**src/pdsp_pkg.sv**
```systemverilog
// Shared types, constants and helper functions for the pixel downscale,
// swizzle and premultiply block. No dependencies.
`timescale 1ns / 1ps

package pdsp_pkg;

    localparam int DIM_W            = 14;
    localparam int CHAN_W           = 8;
    localparam int FMT_W            = 2;
    localparam int CFG_IDX_W        = 2;
    localparam int CFG_DATA_W       = 14;
    localparam int PROD_W           = 2 * DIM_W;
    localparam int FIFO_DEPTH       = 2;
    localparam int FIFO_CNT_W       = 2;
    localparam int MAX_DIMENSION_DEF = 8192;

    localparam logic [DIM_W-1:0] SRC_WIDTH_RST  = DIM_W'(1920);
    localparam logic [DIM_W-1:0] SRC_HEIGHT_RST = DIM_W'(1080);
    localparam logic [DIM_W-1:0] MAX_WIDTH_RST  = DIM_W'(1600);

    localparam logic [CHAN_W-1:0] ALPHA_OPAQUE = 8'd255;

    typedef enum logic [FMT_W-1:0] {
        FMT_RGBA  = 2'd0,
        FMT_RGBX  = 2'd1,
        FMT_BGRA  = 2'd2,
        FMT_OTHER = 2'd3
    } t_pix_fmt;

    typedef enum logic [CFG_IDX_W-1:0] {
        CFG_SRC_WIDTH  = 2'd0,
        CFG_SRC_HEIGHT = 2'd1,
        CFG_MAX_WIDTH  = 2'd2,
        CFG_PIX_FORMAT = 2'd3
    } t_cfg_idx;

    typedef enum logic [1:0] {
        DIV_FIT_H  = 2'd0,
        DIV_STEP_W = 2'd1,
        DIV_STEP_H = 2'd2
    } t_div_sel;

    // Controller to datapath
    typedef struct packed {
        logic     capture;     // hold the accepted pixel for later
        logic     step;        // process one pixel and advance counters
        logic     use_held;    // process the held pixel, not the port
        logic     latch_dims;
        logic     load_prod;
        logic     div_start;
        t_div_sel div_sel;
        logic     load_fit_h;
        logic     load_step_w;
        logic     load_step_h;
    } t_dp_cmd;

    // Datapath to controller
    typedef struct packed {
        logic frame_start;
        logic out_full;
        logic div_done;
    } t_dp_stat;

    typedef struct packed {
        logic [CHAN_W-1:0] red;
        logic [CHAN_W-1:0] green;
        logic [CHAN_W-1:0] blue;
        logic              end_of_row;
        logic              end_of_frame;
        logic              format_error;
    } t_result;

    // (c*a + 127) / 255 without a divider: t/255 == (t + (t >> 8) + 1) >> 8
    // over the whole range of t reachable here.
    function automatic logic [CHAN_W-1:0] premul(input logic [CHAN_W-1:0] c,
                                                 input logic [CHAN_W-1:0] a);
        logic [2*CHAN_W:0] t;
        logic [2*CHAN_W:0] s;
        t = (2*CHAN_W+1)'(c * a) + (2*CHAN_W+1)'(127);
        s = t + (t >> CHAN_W) + (2*CHAN_W+1)'(1);
        return s[2*CHAN_W-1:CHAN_W];
    endfunction

endpackage

```
**src/pdsp_pix_in_if.sv**
```systemverilog
// Source pixel channel: valid/ready handshake with four pixel bytes.
// Depends on pdsp_pkg.
`timescale 1ns / 1ps

interface pdsp_pix_in_if import pdsp_pkg::*; ();
    logic              valid;
    logic              ready;
    logic [CHAN_W-1:0] chan0;
    logic [CHAN_W-1:0] chan1;
    logic [CHAN_W-1:0] chan2;
    logic [CHAN_W-1:0] chan3;

    modport source (output valid, output chan0, output chan1, output chan2,
                    output chan3, input ready);
    modport sink   (input valid, input chan0, input chan1, input chan2,
                    input chan3, output ready);
endinterface

```
**src/pdsp_pix_out_if.sv**
```systemverilog
// Result pixel channel: valid/ready handshake with premultiplied color and flags.
// Depends on pdsp_pkg.
`timescale 1ns / 1ps

interface pdsp_pix_out_if import pdsp_pkg::*; ();
    logic              valid;
    logic              ready;
    logic [CHAN_W-1:0] red;
    logic [CHAN_W-1:0] green;
    logic [CHAN_W-1:0] blue;
    logic              end_of_row;
    logic              end_of_frame;
    logic              format_error;

    modport source (output valid, output red, output green, output blue,
                    output end_of_row, output end_of_frame, output format_error,
                    input ready);
    modport sink   (input valid, input red, input green, input blue,
                    input end_of_row, input end_of_frame, input format_error,
                    output ready);
endinterface

```
**src/pdsp_div.sv**
```systemverilog
// Iterative restoring divider, one quotient bit per cycle.
// Depends on pdsp_pkg for the default widths PROD_W and DIM_W.
`timescale 1ns / 1ps

module pdsp_div import pdsp_pkg::*; #(
    parameter int N_W = PROD_W,
    parameter int D_W = DIM_W
) (
    input  logic           i_clk,
    input  logic           i_rst_n,
    input  logic           i_start,
    input  logic [N_W-1:0] i_dividend,
    input  logic [D_W-1:0] i_divisor,
    output logic           o_done,
    output logic [N_W-1:0] o_quot,
    output logic [D_W-1:0] o_rem
);
    localparam int CNT_W = $clog2(N_W + 1);

    logic             r_busy;
    logic             r_done;
    logic [CNT_W-1:0] r_cnt;
    logic [N_W-1:0]   r_quot;
    logic [D_W-1:0]   r_rem;
    logic [D_W-1:0]   r_dvs;

    logic [D_W:0]     shifted;
    logic             fits;
    logic [D_W:0]     diff;

    always_comb begin
        shifted = {r_rem, r_quot[N_W-1]};
        fits    = shifted >= {1'b0, r_dvs};
        diff    = shifted - {1'b0, r_dvs};
    end

    always_ff @(posedge i_clk) begin
        if (!i_rst_n) begin
            r_busy <= 1'b0;
            r_done <= 1'b0;
            r_cnt  <= '0;
        end else begin
            r_done <= 1'b0;
            if (i_start) begin
                r_busy <= 1'b1;
                r_cnt  <= '0;
            end else if (r_busy) begin
                r_cnt <= r_cnt + CNT_W'(1);
                if (r_cnt == CNT_W'(N_W - 1)) begin
                    r_busy <= 1'b0;
                    r_done <= 1'b1;
                end
            end
        end
    end

    always_ff @(posedge i_clk) begin
        if (i_start) begin
            r_quot <= i_dividend;
            r_rem  <= '0;
            r_dvs  <= i_divisor;
        end else if (r_busy) begin
            r_quot <= {r_quot[N_W-2:0], fits};
            r_rem  <= fits ? diff[D_W-1:0] : shifted[D_W-1:0];
        end
    end

    assign o_done = r_done;
    assign o_quot = r_quot;
    assign o_rem  = r_rem;

endmodule

```
**src/pdsp_dp.sv**
```systemverilog
// Datapath: configuration registers, frame setup, sampling counters,
// swizzle/premultiply and the two-entry result queue. Depends on pdsp_pkg, pdsp_div.
`timescale 1ns / 1ps

module pdsp_dp import pdsp_pkg::*; #(
    parameter int MAX_DIMENSION = MAX_DIMENSION_DEF
) (
    input  logic                  i_clk,
    input  logic                  i_rst_n,
    input  logic                  i_cfg_we,
    input  logic [CFG_IDX_W-1:0]  i_cfg_index,
    input  logic [CFG_DATA_W-1:0] i_cfg_data,
    input  logic [CHAN_W-1:0]     i_chan0,
    input  logic [CHAN_W-1:0]     i_chan1,
    input  logic [CHAN_W-1:0]     i_chan2,
    input  logic [CHAN_W-1:0]     i_chan3,
    input  t_dp_cmd               i_cmd,
    output t_dp_stat              o_stat,
    output logic                  o_res_valid,
    input  logic                  i_res_ready,
    output t_result               o_res
);
    // configuration
    logic [DIM_W-1:0] r_cfg_src_w;
    logic [DIM_W-1:0] r_cfg_src_h;
    logic [DIM_W-1:0] r_cfg_max_w;
    t_pix_fmt         r_cfg_fmt;

    // frame geometry and stepping
    logic [DIM_W-1:0]  r_frame_w, n_frame_w;
    logic [DIM_W-1:0]  r_frame_h, n_frame_h;
    logic [DIM_W-1:0]  r_fit_w, n_fit_w;
    logic [DIM_W-1:0]  r_fit_h, n_fit_h;
    logic              r_narrow, n_narrow;
    logic [PROD_W-1:0] r_prod;
    logic [DIM_W-1:0]  r_q_w, n_q_w;
    logic [DIM_W-1:0]  r_r_w, n_r_w;
    logic [DIM_W-1:0]  r_q_h, n_q_h;
    logic [DIM_W-1:0]  r_r_h, n_r_h;

    logic [DIM_W-1:0]  r_src_col, n_src_col;
    logic [DIM_W-1:0]  r_src_row, n_src_row;
    logic [DIM_W-1:0]  r_out_col, n_out_col;
    logic [DIM_W-1:0]  r_out_row, n_out_row;
    logic [DIM_W-1:0]  r_want_col, n_want_col;
    logic [DIM_W-1:0]  r_col_rem, n_col_rem;
    logic [DIM_W-1:0]  r_want_row, n_want_row;
    logic [DIM_W-1:0]  r_row_rem, n_row_rem;

    // held pixel for the frame-start item
    logic [CHAN_W-1:0] r_hold0, r_hold1, r_hold2, r_hold3;

    // result queue
    t_result               r_fifo [FIFO_DEPTH];
    logic                  r_wr_ptr;
    logic                  r_rd_ptr;
    logic [FIFO_CNT_W-1:0] r_count;

    logic [DIM_W-1:0]  fw_eff, fh_eff, mw_eff;
    logic [PROD_W-1:0] div_dividend;
    logic [DIM_W-1:0]  div_divisor;
    logic              div_done;
    logic [PROD_W-1:0] div_q;
    logic [DIM_W-1:0]  div_r;

    logic [CHAN_W-1:0] px0, px1, px2, px3;
    logic [CHAN_W-1:0] red_raw, blue_raw, alpha;
    logic              hit, eor, eof, push, pop;
    t_result           res;
    logic [DIM_W:0]    col_sum, row_sum, src_next;
    logic              col_wrap, row_wrap;
    logic [DIM_W-1:0]  col_rem_nx, row_rem_nx;
    logic [DIM_W-1:0]  want_col_nx, want_row_nx;

    function automatic logic [DIM_W-1:0] eff_dim(input logic [DIM_W-1:0] v);
        logic [DIM_W-1:0] e;
        if (v == '0) begin
            e = DIM_W'(1);
        end else if (32'(v) > 32'(MAX_DIMENSION)) begin
            e = DIM_W'(MAX_DIMENSION);
        end else begin
            e = v;
        end
        return e;
    endfunction

    always_comb begin
        fw_eff = eff_dim(r_cfg_src_w);
        fh_eff = eff_dim(r_cfg_src_h);
        mw_eff = eff_dim(r_cfg_max_w);
    end

    always_ff @(posedge i_clk) begin
        if (!i_rst_n) begin
            r_cfg_src_w <= SRC_WIDTH_RST;
            r_cfg_src_h <= SRC_HEIGHT_RST;
            r_cfg_max_w <= MAX_WIDTH_RST;
            r_cfg_fmt   <= FMT_RGBA;
        end else if (i_cfg_we) begin
            case (t_cfg_idx'(i_cfg_index))
                CFG_SRC_WIDTH:  r_cfg_src_w <= i_cfg_data[DIM_W-1:0];
                CFG_SRC_HEIGHT: r_cfg_src_h <= i_cfg_data[DIM_W-1:0];
                CFG_MAX_WIDTH:  r_cfg_max_w <= i_cfg_data[DIM_W-1:0];
                CFG_PIX_FORMAT: r_cfg_fmt   <= t_pix_fmt'(i_cfg_data[FMT_W-1:0]);
                default: ;
            endcase
        end
    end

    // shared divider for the three setup quotients
    always_comb begin
        case (i_cmd.div_sel)
            DIV_FIT_H: begin
                div_dividend = r_prod;
                div_divisor  = r_frame_w;
            end
            DIV_STEP_W: begin
                div_dividend = PROD_W'(r_frame_w);
                div_divisor  = r_fit_w;
            end
            DIV_STEP_H: begin
                div_dividend = PROD_W'(r_frame_h);
                div_divisor  = r_fit_h;
            end
            default: begin
                div_dividend = r_prod;
                div_divisor  = r_frame_w;
            end
        endcase
    end

    pdsp_div #(
        .N_W (PROD_W),
        .D_W (DIM_W)
    ) u_div (
        .i_clk      (i_clk),
        .i_rst_n    (i_rst_n),
        .i_start    (i_cmd.div_start),
        .i_dividend (div_dividend),
        .i_divisor  (div_divisor),
        .o_done     (div_done),
        .o_quot     (div_q),
        .o_rem      (div_r)
    );

    // swizzle and premultiply
    always_comb begin
        px0 = i_cmd.use_held ? r_hold0 : i_chan0;
        px1 = i_cmd.use_held ? r_hold1 : i_chan1;
        px2 = i_cmd.use_held ? r_hold2 : i_chan2;
        px3 = i_cmd.use_held ? r_hold3 : i_chan3;
        case (r_cfg_fmt)
            FMT_RGBA: begin
                red_raw = px0; blue_raw = px2; alpha = px3;
            end
            FMT_BGRA: begin
                red_raw = px2; blue_raw = px0; alpha = px3;
            end
            default: begin
                red_raw = px0; blue_raw = px2; alpha = ALPHA_OPAQUE;
            end
        endcase
        hit = (r_out_row < r_fit_h) && (r_src_row == r_want_row) &&
              (r_out_col < r_fit_w) && (r_src_col == r_want_col);
        eor = r_out_col == r_fit_w - DIM_W'(1);
        eof = eor && (r_out_row == r_fit_h - DIM_W'(1));
        res.red          = premul(red_raw, alpha);
        res.green        = premul(px1, alpha);
        res.blue         = premul(blue_raw, alpha);
        res.end_of_row   = eor;
        res.end_of_frame = eof;
        res.format_error = r_cfg_fmt == FMT_OTHER;
    end

    // incremental column/row targets: add the quotient, carry on the remainder
    always_comb begin
        col_sum     = {1'b0, r_col_rem} + {1'b0, r_r_w};
        col_wrap    = col_sum >= {1'b0, r_fit_w};
        col_rem_nx  = col_wrap ? DIM_W'(col_sum - {1'b0, r_fit_w}) : col_sum[DIM_W-1:0];
        want_col_nx = DIM_W'({1'b0, r_want_col} + {1'b0, r_q_w} + (DIM_W+1)'(col_wrap));
        row_sum     = {1'b0, r_row_rem} + {1'b0, r_r_h};
        row_wrap    = row_sum >= {1'b0, r_fit_h};
        row_rem_nx  = row_wrap ? DIM_W'(row_sum - {1'b0, r_fit_h}) : row_sum[DIM_W-1:0];
        want_row_nx = DIM_W'({1'b0, r_want_row} + {1'b0, r_q_h} + (DIM_W+1)'(row_wrap));
        src_next    = {1'b0, r_src_col} + (DIM_W+1)'(1);
    end

    always_comb begin
        n_frame_w  = r_frame_w;
        n_frame_h  = r_frame_h;
        n_fit_w    = r_fit_w;
        n_fit_h    = r_fit_h;
        n_narrow   = r_narrow;
        n_q_w      = r_q_w;
        n_r_w      = r_r_w;
        n_q_h      = r_q_h;
        n_r_h      = r_r_h;
        n_src_col  = r_src_col;
        n_src_row  = r_src_row;
        n_out_col  = r_out_col;
        n_out_row  = r_out_row;
        n_want_col = r_want_col;
        n_col_rem  = r_col_rem;
        n_want_row = r_want_row;
        n_row_rem  = r_row_rem;

        if (i_cmd.latch_dims) begin
            n_frame_w = fw_eff;
            n_frame_h = fh_eff;
            n_narrow  = mw_eff < fw_eff;
            n_fit_w   = (mw_eff < fw_eff) ? mw_eff : fw_eff;
        end
        if (i_cmd.load_fit_h) begin
            if (!r_narrow) begin
                n_fit_h = r_frame_h;
            end else if (div_q == '0) begin
                n_fit_h = DIM_W'(1);
            end else begin
                n_fit_h = div_q[DIM_W-1:0];
            end
        end
        if (i_cmd.load_step_w) begin
            n_q_w = div_q[DIM_W-1:0];
            n_r_w = div_r;
        end
        if (i_cmd.load_step_h) begin
            n_q_h      = div_q[DIM_W-1:0];
            n_r_h      = div_r;
            n_out_row  = '0;
            n_want_row = '0;
            n_row_rem  = '0;
            n_out_col  = '0;
            n_want_col = '0;
            n_col_rem  = '0;
        end
        if (i_cmd.step) begin
            if (hit) begin
                n_out_col  = r_out_col + DIM_W'(1);
                n_want_col = want_col_nx;
                n_col_rem  = col_rem_nx;
                if (eor) begin
                    n_out_row  = r_out_row + DIM_W'(1);
                    n_want_row = want_row_nx;
                    n_row_rem  = row_rem_nx;
                end
            end
            // row end: restart the column targets for the next source row
            if (src_next >= {1'b0, r_frame_w}) begin
                n_src_col  = '0;
                n_out_col  = '0;
                n_want_col = '0;
                n_col_rem  = '0;
                if ({1'b0, r_src_row} + (DIM_W+1)'(1) >= {1'b0, r_frame_h}) begin
                    n_src_row = '0;
                end else begin
                    n_src_row = r_src_row + DIM_W'(1);
                end
            end else begin
                n_src_col = src_next[DIM_W-1:0];
            end
        end
    end

    always_ff @(posedge i_clk) begin
        if (!i_rst_n) begin
            r_frame_w  <= '0;
            r_frame_h  <= '0;
            r_fit_w    <= '0;
            r_fit_h    <= '0;
            r_narrow   <= 1'b0;
            r_q_w      <= '0;
            r_r_w      <= '0;
            r_q_h      <= '0;
            r_r_h      <= '0;
            r_src_col  <= '0;
            r_src_row  <= '0;
            r_out_col  <= '0;
            r_out_row  <= '0;
            r_want_col <= '0;
            r_col_rem  <= '0;
            r_want_row <= '0;
            r_row_rem  <= '0;
        end else begin
            r_frame_w  <= n_frame_w;
            r_frame_h  <= n_frame_h;
            r_fit_w    <= n_fit_w;
            r_fit_h    <= n_fit_h;
            r_narrow   <= n_narrow;
            r_q_w      <= n_q_w;
            r_r_w      <= n_r_w;
            r_q_h      <= n_q_h;
            r_r_h      <= n_r_h;
            r_src_col  <= n_src_col;
            r_src_row  <= n_src_row;
            r_out_col  <= n_out_col;
            r_out_row  <= n_out_row;
            r_want_col <= n_want_col;
            r_col_rem  <= n_col_rem;
            r_want_row <= n_want_row;
            r_row_rem  <= n_row_rem;
        end
    end

    always_ff @(posedge i_clk) begin
        if (i_cmd.load_prod) begin
            r_prod <= PROD_W'(r_frame_h) * PROD_W'(r_fit_w);
        end
        if (i_cmd.capture) begin
            r_hold0 <= i_chan0;
            r_hold1 <= i_chan1;
            r_hold2 <= i_chan2;
            r_hold3 <= i_chan3;
        end
    end

    // result queue
    assign push = i_cmd.step && hit;
    assign pop  = (r_count != '0) && i_res_ready;

    always_ff @(posedge i_clk) begin
        if (push) begin
            r_fifo[r_wr_ptr] <= res;
        end
    end

    always_ff @(posedge i_clk) begin
        if (!i_rst_n) begin
            r_wr_ptr <= 1'b0;
            r_rd_ptr <= 1'b0;
            r_count  <= '0;
        end else begin
            if (push) begin
                r_wr_ptr <= ~r_wr_ptr;
            end
            if (pop) begin
                r_rd_ptr <= ~r_rd_ptr;
            end
            r_count <= r_count + FIFO_CNT_W'(push) - FIFO_CNT_W'(pop);
        end
    end

    assign o_res_valid = r_count != '0;
    assign o_res       = r_fifo[r_rd_ptr];

    always_comb begin
        o_stat.frame_start = (r_src_col == '0) && (r_src_row == '0);
        o_stat.out_full    = r_count == FIFO_CNT_W'(FIFO_DEPTH);
        o_stat.div_done    = div_done;
    end

    a_no_push_when_full: assert property (@(posedge i_clk) disable iff (!i_rst_n)
        (r_count == FIFO_CNT_W'(FIFO_DEPTH)) |-> !push)
        else $error("result pushed into a full queue");

    a_col_rem_bound: assert property (@(posedge i_clk) disable iff (!i_rst_n)
        (r_fit_w != '0) |-> (r_col_rem < r_fit_w))
        else $error("column remainder out of range");

    a_target_ahead: assert property (@(posedge i_clk) disable iff (!i_rst_n)
        r_want_col >= r_out_col)
        else $error("column target behind output column");

    a_src_col_bound: assert property (@(posedge i_clk) disable iff (!i_rst_n)
        (r_frame_w != '0) |-> (r_src_col < r_frame_w))
        else $error("source column beyond frame width");

endmodule

```
**src/pdsp_ctrl.sv**
```systemverilog
// Controller: accepts pixels, runs the frame-start setup sequence on the
// shared divider and issues datapath commands. Depends on pdsp_pkg.
`timescale 1ns / 1ps

module pdsp_ctrl import pdsp_pkg::*; (
    input  logic     i_clk,
    input  logic     i_rst_n,
    input  logic     i_in_valid,
    input  t_dp_stat i_stat,
    output logic     o_in_ready,
    output t_dp_cmd  o_cmd
);
    typedef enum logic [3:0] {
        S_RUN,
        S_DIM,
        S_MUL,
        S_HDIV,
        S_HWAIT,
        S_WDIV,
        S_WWAIT,
        S_RDIV,
        S_RWAIT,
        S_PROC
    } t_state;

    t_state r_state, n_state;
    logic   accept;

    always_comb begin
        o_in_ready = (r_state == S_RUN) && !i_stat.out_full;
        accept     = o_in_ready && i_in_valid;
        n_state    = r_state;
        o_cmd      = '0;
        o_cmd.div_sel = DIV_FIT_H;
        case (r_state)
            S_RUN: begin
                if (accept) begin
                    if (i_stat.frame_start) begin
                        o_cmd.capture = 1'b1;
                        n_state       = S_DIM;
                    end else begin
                        o_cmd.step = 1'b1;
                    end
                end
            end
            S_DIM: begin
                o_cmd.latch_dims = 1'b1;
                n_state          = S_MUL;
            end
            S_MUL: begin
                o_cmd.load_prod = 1'b1;
                n_state         = S_HDIV;
            end
            S_HDIV: begin
                o_cmd.div_start = 1'b1;
                n_state         = S_HWAIT;
            end
            S_HWAIT: begin
                if (i_stat.div_done) begin
                    o_cmd.load_fit_h = 1'b1;
                    n_state          = S_WDIV;
                end
            end
            S_WDIV: begin
                o_cmd.div_sel   = DIV_STEP_W;
                o_cmd.div_start = 1'b1;
                n_state         = S_WWAIT;
            end
            S_WWAIT: begin
                o_cmd.div_sel = DIV_STEP_W;
                if (i_stat.div_done) begin
                    o_cmd.load_step_w = 1'b1;
                    n_state           = S_RDIV;
                end
            end
            S_RDIV: begin
                o_cmd.div_sel   = DIV_STEP_H;
                o_cmd.div_start = 1'b1;
                n_state         = S_RWAIT;
            end
            S_RWAIT: begin
                o_cmd.div_sel = DIV_STEP_H;
                if (i_stat.div_done) begin
                    o_cmd.load_step_h = 1'b1;
                    n_state           = S_PROC;
                end
            end
            S_PROC: begin
                // hold the frame-start pixel until the queue has room
                if (!i_stat.out_full) begin
                    o_cmd.step     = 1'b1;
                    o_cmd.use_held = 1'b1;
                    n_state        = S_RUN;
                end
            end
            default: n_state = S_RUN;
        endcase
    end

    always_ff @(posedge i_clk) begin
        if (!i_rst_n) begin
            r_state <= S_RUN;
        end else begin
            r_state <= n_state;
        end
    end

endmodule

```
**src/pixel_downscale_swizzle_premultiply.sv**
```systemverilog
// Nearest-neighbor width fit with RGBA/RGBX/BGRA swizzle and alpha premultiply.
// Pixels are taken one per cycle in raster order while the result queue has room and no
// frame setup is running. The first pixel of each frame is held while the frame setup
// runs three divisions in turn on one shared bit-serial divider (output height, column
// step, row step). A two-entry result queue lets pixels keep flowing while a result waits.
// Dimension registers are sampled when a frame's first pixel arrives.
`timescale 1ns / 1ps

module pixel_downscale_swizzle_premultiply import pdsp_pkg::*; #(
    parameter int MAX_DIMENSION = MAX_DIMENSION_DEF
) (
    input  logic                  i_clk,
    input  logic                  i_rst_n,
    input  logic                  i_cfg_we,
    input  logic [CFG_IDX_W-1:0]  i_cfg_index,
    input  logic [CFG_DATA_W-1:0] i_cfg_data,
    pdsp_pix_in_if.sink           i_pix,
    pdsp_pix_out_if.source        o_pix
);
    t_dp_cmd  cmd;
    t_dp_stat stat;
    t_result  res;
    logic     in_ready;
    logic     res_valid;

    pdsp_ctrl u_ctrl (
        .i_clk      (i_clk),
        .i_rst_n    (i_rst_n),
        .i_in_valid (i_pix.valid),
        .i_stat     (stat),
        .o_in_ready (in_ready),
        .o_cmd      (cmd)
    );

    pdsp_dp #(
        .MAX_DIMENSION (MAX_DIMENSION)
    ) u_dp (
        .i_clk       (i_clk),
        .i_rst_n     (i_rst_n),
        .i_cfg_we    (i_cfg_we),
        .i_cfg_index (i_cfg_index),
        .i_cfg_data  (i_cfg_data),
        .i_chan0     (i_pix.chan0),
        .i_chan1     (i_pix.chan1),
        .i_chan2     (i_pix.chan2),
        .i_chan3     (i_pix.chan3),
        .i_cmd       (cmd),
        .o_stat      (stat),
        .o_res_valid (res_valid),
        .i_res_ready (o_pix.ready),
        .o_res       (res)
    );

    assign i_pix.ready        = in_ready;
    assign o_pix.valid        = res_valid;
    assign o_pix.red          = res.red;
    assign o_pix.green        = res.green;
    assign o_pix.blue         = res.blue;
    assign o_pix.end_of_row   = res.end_of_row;
    assign o_pix.end_of_frame = res.end_of_frame;
    assign o_pix.format_error = res.format_error;

endmodule
```
**src/flat_wrapper.sv**
```systemverilog
// flat-port wrapper written by rule: the top's interface ports become plain ports
module pixel_downscale_swizzle_premultiply_flat import pdsp_pkg::*;
#(
    parameter int MAX_DIMENSION = MAX_DIMENSION_DEF
)
  (i_clk, i_rst_n, i_cfg_we, i_cfg_index, i_cfg_data, i_pix_valid, i_pix_chan0, i_pix_chan1, i_pix_chan2, i_pix_chan3, i_pix_ready, o_pix_valid, o_pix_red, o_pix_green, o_pix_blue, o_pix_end_of_row, o_pix_end_of_frame, o_pix_format_error, o_pix_ready);
  pdsp_pix_in_if i_pix_i ();
  pdsp_pix_out_if o_pix_i ();
  input  logic i_clk;
  input  logic i_rst_n;
  input  logic i_cfg_we;
  input  logic [CFG_IDX_W-1:0] i_cfg_index;
  input  logic [CFG_DATA_W-1:0] i_cfg_data;
  input wire logic [$bits(i_pix_i.valid)-1:0] i_pix_valid;
  input wire logic [$bits(i_pix_i.chan0)-1:0] i_pix_chan0;
  input wire logic [$bits(i_pix_i.chan1)-1:0] i_pix_chan1;
  input wire logic [$bits(i_pix_i.chan2)-1:0] i_pix_chan2;
  input wire logic [$bits(i_pix_i.chan3)-1:0] i_pix_chan3;
  output wire logic [$bits(i_pix_i.ready)-1:0] i_pix_ready;
  output wire logic [$bits(o_pix_i.valid)-1:0] o_pix_valid;
  output wire logic [$bits(o_pix_i.red)-1:0] o_pix_red;
  output wire logic [$bits(o_pix_i.green)-1:0] o_pix_green;
  output wire logic [$bits(o_pix_i.blue)-1:0] o_pix_blue;
  output wire logic [$bits(o_pix_i.end_of_row)-1:0] o_pix_end_of_row;
  output wire logic [$bits(o_pix_i.end_of_frame)-1:0] o_pix_end_of_frame;
  output wire logic [$bits(o_pix_i.format_error)-1:0] o_pix_format_error;
  input wire logic [$bits(o_pix_i.ready)-1:0] o_pix_ready;
  assign i_pix_i.valid = i_pix_valid;
  assign i_pix_i.chan0 = i_pix_chan0;
  assign i_pix_i.chan1 = i_pix_chan1;
  assign i_pix_i.chan2 = i_pix_chan2;
  assign i_pix_i.chan3 = i_pix_chan3;
  assign i_pix_ready = i_pix_i.ready;
  assign o_pix_valid = o_pix_i.valid;
  assign o_pix_red = o_pix_i.red;
  assign o_pix_green = o_pix_i.green;
  assign o_pix_blue = o_pix_i.blue;
  assign o_pix_end_of_row = o_pix_i.end_of_row;
  assign o_pix_end_of_frame = o_pix_i.end_of_frame;
  assign o_pix_format_error = o_pix_i.format_error;
  assign o_pix_i.ready = o_pix_ready;
  pixel_downscale_swizzle_premultiply #(.MAX_DIMENSION(MAX_DIMENSION)) u_core (.i_clk(i_clk), .i_rst_n(i_rst_n), .i_cfg_we(i_cfg_we), .i_cfg_index(i_cfg_index), .i_cfg_data(i_cfg_data), .i_pix(i_pix_i), .o_pix(o_pix_i));
endmodule
```
**config.mk**
```make
export PLATFORM = sky130hd
export DESIGN_NAME = pixel_downscale_swizzle_premultiply_flat
export DESIGN_NICKNAME = d
export VERILOG_FILES = /design/src/pdsp_pkg.sv /design/src/pdsp_pix_in_if.sv /design/src/pdsp_pix_out_if.sv /design/src/pdsp_div.sv /design/src/pdsp_dp.sv /design/src/pdsp_ctrl.sv /design/src/pixel_downscale_swizzle_premultiply.sv /design/src/flat_wrapper.sv
export SDC_FILE = /design/constraint.sdc
export NUM_CORES = 2
export LEC_CHECK = 0
export ABC_CLOCK_PERIOD_IN_PS = 8400
export BUFFER_PORTS_ARGS = -buffer_cell sky130_fd_sc_hd__buf_2
export CAP_MARGIN = 10
export CELL_PAD_IN_SITES_DETAIL_PLACEMENT = 1
export CELL_PAD_IN_SITES_GLOBAL_PLACEMENT = 2
export CORE_MARGIN = 8
export CORE_UTILIZATION = 37
export CTS_CLUSTER_DIAMETER = 40
export DETAILED_ROUTE_END_ITERATION = 10
export HOLD_SLACK_MARGIN = 0.12
export PLACE_DENSITY = 0.77
export SYNTH_ARGS = -nofsm -noshare
export SYNTH_HDL_FRONTEND = slang
export SYNTH_SLANG_ARGS = --single-unit
```
**constraint.sdc**
```tcl
create_clock -name i_clk -period 8.4 [get_ports i_clk]
set_clock_uncertainty 0.15 [all_clocks]
set_input_delay 1.26 -clock i_clk [delete_from_list [all_inputs] [get_ports i_clk]]
set_output_delay 1.26 -clock i_clk [all_outputs]
set_load 0.05 [all_outputs]
```
==> results.md <==
### STA
* **Worst Tran Pin Value** 1156 ps
* **setup repair after global routing missed its margin** no
* **Final Max Tran Viols** 0
* **Relative slew margins** 22.71%
* **peak clock frequency supported by timing** 126.0 MHz
* **Final min period** 7936 ps
* **total count of hold-check failures in the final report** 0
* **final setup margin** 464.4 ps
* **share of the cycle needed by the critical path after routing** 94.47%
* **hold slack final** 306.9 ps
* **Total Negative Setup Slacks** 0 ps
* **Final Setup Violations** 0

### Placement
* **final weighted congestion in routability-driven placement** 0.8691
* **HPWL after detailed placement** 103900 µm
* **total placed cells including tap cells** 6125
* **Port Buf Inserts** 81
* **worst slack, placed** 189.4 ps

### Job
* **reported max-cap violation count** 0

### Final layout
* **Syn-to-layout area delta** 13.43%
* **total of fill cells in the finished design** 12849
* **number of cells in the finished layout apart from fillers** 6303
* **final antenna diode count** 0
* **max reg flops** 54
* **net count of the finished layout** 5542
* **layout cell share with drive strength beyond 1** 9.511%
* **register bank with the most flops** u_core.u_dp.r_fifo

### Route
* **average detailed-routed wire length per instance** 21.32 µm
* **total via count after detailed routing** 34212
* **overall routed net length** 134400 µm
* **number of iterations in the first detailed-routing pass** 5
* **detailed router's first-iteration violation count** 1866
* **Final ANT Viol Nets** 0
* **Via-to-Cell Ratio** 5.428
* **number of DRC violations after detailed routing** 0

### Worst setup path
* **kind of end point of the critical path** flip-flop
* **R2R Path End** u_core.u_dp.r_fifo[0][5]
* **worst-path fanout max** 38
* **element type at the critical path start** flip-flop
* **RR Startpoint** u_core.u_dp.r_count[0]
* **required time of the worst setup path** 8620 ps
* **Worst Reg-to-Reg Cells** 27
* **class of the most critical setup path** flip-flop to flip-flop
* **r2r setup slk** 460 ps
* **signal arrival time at the worst endpoint** 8160 ps

### Floorplan
* **die area** 120800 µm²
* **count of standard-cell rows** 121
* **total core area** 109000 µm²
* **overall die width** 347.5 µm
* **number of ports placed on the die boundary** 82
* **starting density of the core** 37.30%
* **die outline height** 347.5 µm

### Global route
* **number of global-route vias before repair** 36174
* **global-route wire length before repair** 212300 µm
* **antenna violations before repair** 1
* **largest net degree at the start of global routing** 72
* **Global Route Usage Sum** 21.94%
* **remaining global-route overflow** 0

### Logic synthesis
* **number of synthesized register bits** 455
* **fraction of synthesized cell area in xor and xnor cells** 5.702%
* **Mapped Area** 40660 µm²
* **mux contribution to synthesized area** 3.253%
* **Post-Syn Nets** 5486
* **arithmetic-cell share of the synthesized area counting full adders, half adders and majority gates** 26.10%
* **ys flop type** sky130_fd_sc_hd__dfxtp_1
* **dominant combinational cell family by area after synthesis** adder cells
* **async set-or-reset flop fraction in the synthesized netlist** 0%
* **complex-gate fraction of the synthesized area** 14.05%
* **sequential area share after synthesis** 26.24%
* **number of warnings printed during yosys synthesis** 0
* **library cells used by synthesis** 90
* **post-synthesis cell count** 4753
* **simple-gate share of the synthesized area** 18.07%
* **count of flip-flops with a built-in enable after synthesis** 156
* **post-synthesis area per instance** 8.554 µm²

### Clock tree
* **Reg clk slew, reported paths** 50 ps
* **CTS tree** yes
* **Max H-tree Level** 3
* **Clk Latency, worst-skew pair** 670 ps
* **Max Buffers Root-to-Sink** 3
* **count of clock tree sinks** 455
* **clk root buf** sky130_fd_sc_hd__clkbuf_16
* **number of setup buffers added after CTS** 0
* **number of buffers inserted during clock tree synthesis** 96

### Min path
* **worst-case hold path end point** u_core.u_dp.r_row_rem[7]
* **worst hold path cell count** 2
* **classification of the worst-slack hold path** flip-flop to flip-flop
* **hold path start** u_core.u_dp.r_row_rem[7]

### Power and ir drop
* **total leakage power** 0.02060 µW
* **peak supply drop** 0.4931 mV
* **power density of the placed cells** 317.1 nW/µm²

### Status
* **status** finished, final reports clean

[cells by family (layout without fill, tap and decap cells)]
kind of cell | count (synthesis) | count (layout)
XOR/XNOR | 258 | 258
flip-flops | 455 | 455
multiplexers | 127 | 127
AO/OA/AOI/OAI | 909 | 909
buffers and inverters | 699 | 835
adder cells (fa/ha/maj) | 683 | 683
AND/OR/NAND/NOR | 1622 | 1622
[critical path, stage by stage (launching register included)]
cell and delay, ps:
sky130_fd_sc_hd__dfxtp_1 320, sky130_fd_sc_hd__nand2b_1 190, sky130_fd_sc_hd__nand4_1 190, sky130_fd_sc_hd__buf_12 270
sky130_fd_sc_hd__mux2i_2 400, sky130_fd_sc_hd__nor2b_1 290, sky130_fd_sc_hd__buf_4 290, sky130_fd_sc_hd__buf_4 180
sky130_fd_sc_hd__nor2_1 60, sky130_fd_sc_hd__fa_1 490, sky130_fd_sc_hd__fa_1 460, sky130_fd_sc_hd__fa_1 510
sky130_fd_sc_hd__inv_1 50, sky130_fd_sc_hd__fa_1 470, sky130_fd_sc_hd__inv_1 40, sky130_fd_sc_hd__ha_1 350
sky130_fd_sc_hd__a21o_1 260, sky130_fd_sc_hd__and3_1 200, sky130_fd_sc_hd__a2111oi_0 420, sky130_fd_sc_hd__nand3_1 250
sky130_fd_sc_hd__ha_1 360, sky130_fd_sc_hd__a21o_1 180, sky130_fd_sc_hd__a221oi_1 290, sky130_fd_sc_hd__nand2_1 140
sky130_fd_sc_hd__a211o_1 310, sky130_fd_sc_hd__a41o_1 290, sky130_fd_sc_hd__nand2_1 90, sky130_fd_sc_hd__xnor2_1 100
[synthesized netlist by cell type, types with 11 or more instances]
cell / instances / area [µm²]
sky130_fd_sc_hd__edfxtp_1: 156 / 4684
sky130_fd_sc_hd__clkbuf_1: 192 / 720.7
sky130_fd_sc_hd__and3_1: 47 / 294.0
sky130_fd_sc_hd__or2_2: 24 / 150.1
sky130_fd_sc_hd__a22oi_1: 37 / 277.8
sky130_fd_sc_hd__and2_1: 37 / 231.5
sky130_fd_sc_hd__nand3_1: 129 / 645.6
sky130_fd_sc_hd__a31oi_1: 20 / 125.1
sky130_fd_sc_hd__inv_1: 463 / 1738
sky130_fd_sc_hd__a211oi_1: 35 / 262.8
sky130_fd_sc_hd__xor2_1: 79 / 691.9
sky130_fd_sc_hd__nor3_1: 66 / 330.3
sky130_fd_sc_hd__or3_1: 19 / 118.9
sky130_fd_sc_hd__o21bai_1: 13 / 97.59
sky130_fd_sc_hd__xnor2_1: 175 / 1533
sky130_fd_sc_hd__o21ai_0: 153 / 765.7
sky130_fd_sc_hd__a21oi_1: 338 / 1692
sky130_fd_sc_hd__buf_1: 14 / 52.55
sky130_fd_sc_hd__a32o_1: 12 / 120.1
sky130_fd_sc_hd__nand2_1: 635 / 2384
sky130_fd_sc_hd__o21a_1: 37 / 277.8
sky130_fd_sc_hd__dfxtp_1: 299 / 5986
sky130_fd_sc_hd__a211o_1: 11 / 96.34
sky130_fd_sc_hd__nand4_1: 46 / 287.8
sky130_fd_sc_hd__nor2_1: 435 / 1633
sky130_fd_sc_hd__buf_2: 18 / 90.09
sky130_fd_sc_hd__nor4_1: 31 / 193.9
sky130_fd_sc_hd__a221o_1: 13 / 130.1
sky130_fd_sc_hd__fa_1: 276 / 5525
sky130_fd_sc_hd__a221oi_1: 27 / 236.5
sky130_fd_sc_hd__nand2b_1: 46 / 287.8
sky130_fd_sc_hd__mux2i_1: 86 / 860.8
sky130_fd_sc_hd__a21o_1: 78 / 585.6
sky130_fd_sc_hd__mux2_2: 41 / 461.7
sky130_fd_sc_hd__ha_1: 404 / 5055
sky130_fd_sc_hd__nor2b_1: 63 / 394.1
sky130_fd_sc_hd__o21ai_1: 27 / 135.1
sky130_fd_sc_hd__o211ai_1: 29 / 217.7
[how the worst max path moves through the flow]
stage	startpoint	to	slack [ps]	depth (start not counted)
6_report	u_core.u_dp.r_count[0]	u_core.u_dp.r_fifo[0][5]	460	27
2_1_floorplan	u_core.u_ctrl.r_state[2]	u_core.u_dp.r_fifo[0][21]	310	28
5_1_grt	u_core.u_dp.r_count[0]	u_core.u_dp.r_fifo[1][13]	10	30
3_3_place_gp	i_pix_chan3[3]	u_core.u_dp.r_fifo[0][21]	240	23
4_1_cts	u_core.u_ctrl.r_state[2]	u_core.u_dp.r_fifo[0][5]	350	27
3_5_place_dp	i_pix_chan3[3]	u_core.u_dp.r_fifo[0][5]	190	25
[area by class of cell]
type	count	area [µm²]	share of cell area, %
clock buffers	121	2681	5.814
clock inverters	57	616.8	1.337
inverters	467	1758	3.812
multi-input cells	3599	27370	59.35
flip-flops and latches	455	10670	23.14
well taps	1414	1769	3.836
repair buffers	190	1250	2.710
[timing repair]
action,4_1_cts,5_1_grt
gates resized for setup,0,5
endpoints found under the setup margin,0,16
hold endpoints to repair,0,0
hold buffers,0,0
[routing by layer]
layer	share of wire, %	GRT usage, %	vias to the layer above
met3	3.9	2.617	181
met1	47	30.10	17107
met5	0	0	-
met4	2.1	4.897	0
li1	-	-	16298
met2	47	37.00	626
[placed cells by master (no fill, tap or decap), types with 13 or more instances in the layout]
cell / synthesis / layout
sky130_fd_sc_hd__a31oi_1: 20 / 19
sky130_fd_sc_hd__and2_1: 37 / 37
sky130_fd_sc_hd__and3_1: 47 / 47
sky130_fd_sc_hd__o21a_1: 37 / 37
sky130_fd_sc_hd__nor2_1: 435 / 431
sky130_fd_sc_hd__nand2_1: 635 / 633
sky130_fd_sc_hd__buf_2: 18 / 82
sky130_fd_sc_hd__or2_2: 24 / 24
sky130_fd_sc_hd__a211oi_1: 35 / 35
sky130_fd_sc_hd__a21o_1: 78 / 78
sky130_fd_sc_hd__nor2b_1: 63 / 61
sky130_fd_sc_hd__edfxtp_1: 156 / 156
sky130_fd_sc_hd__o21ai_1: 27 / 27
sky130_fd_sc_hd__mux2i_1: 86 / 85
sky130_fd_sc_hd__nor3_1: 66 / 63
sky130_fd_sc_hd__a221oi_1: 27 / 27
sky130_fd_sc_hd__o211ai_1: 29 / 29
sky130_fd_sc_hd__nand4_1: 46 / 46
sky130_fd_sc_hd__inv_1: 463 / 462
sky130_fd_sc_hd__a221o_1: 13 / 13
sky130_fd_sc_hd__fa_1: 276 / 276
sky130_fd_sc_hd__a21oi_1: 338 / 338
sky130_fd_sc_hd__nand2b_1: 46 / 46
sky130_fd_sc_hd__nand3_1: 129 / 129
sky130_fd_sc_hd__a22oi_1: 37 / 37
sky130_fd_sc_hd__dfxtp_1: 299 / 298
sky130_fd_sc_hd__xor2_1: 79 / 79
sky130_fd_sc_hd__mux2_2: 41 / 41
sky130_fd_sc_hd__or3_1: 19 / 19
sky130_fd_sc_hd__ha_1: 404 / 403
sky130_fd_sc_hd__clkbuf_16: 0 / 100
sky130_fd_sc_hd__inv_6: 0 / 13
sky130_fd_sc_hd__o21bai_1: 13 / 13
sky130_fd_sc_hd__buf_4: 6 / 105
sky130_fd_sc_hd__o21ai_0: 153 / 153
sky130_fd_sc_hd__xnor2_1: 175 / 175
sky130_fd_sc_hd__nor4_1: 31 / 31
[where the power goes]
group          switching (µW)  internal, µW  leakage (µW)
logic                    4610          2970        0.0152
registers                 326          2860       0.00386
clock network            1360          2500       0.00160
total                    6300          8330        0.0206
[per-stage QoR]
step | total power [µW] | util, % | area [µm²]
final | 14630 | 42.31 | 46120
after global routing | 15750 | 42.31 | 46120
after CTS | 14740 | 42.30 | 46100
after detailed placement | 10780 | 39.27 | 42810
after global placement | 10590 | 39.27 | 42800
after floorplan | 8524 | - | 40660
(Power assumes the default switching activity.)
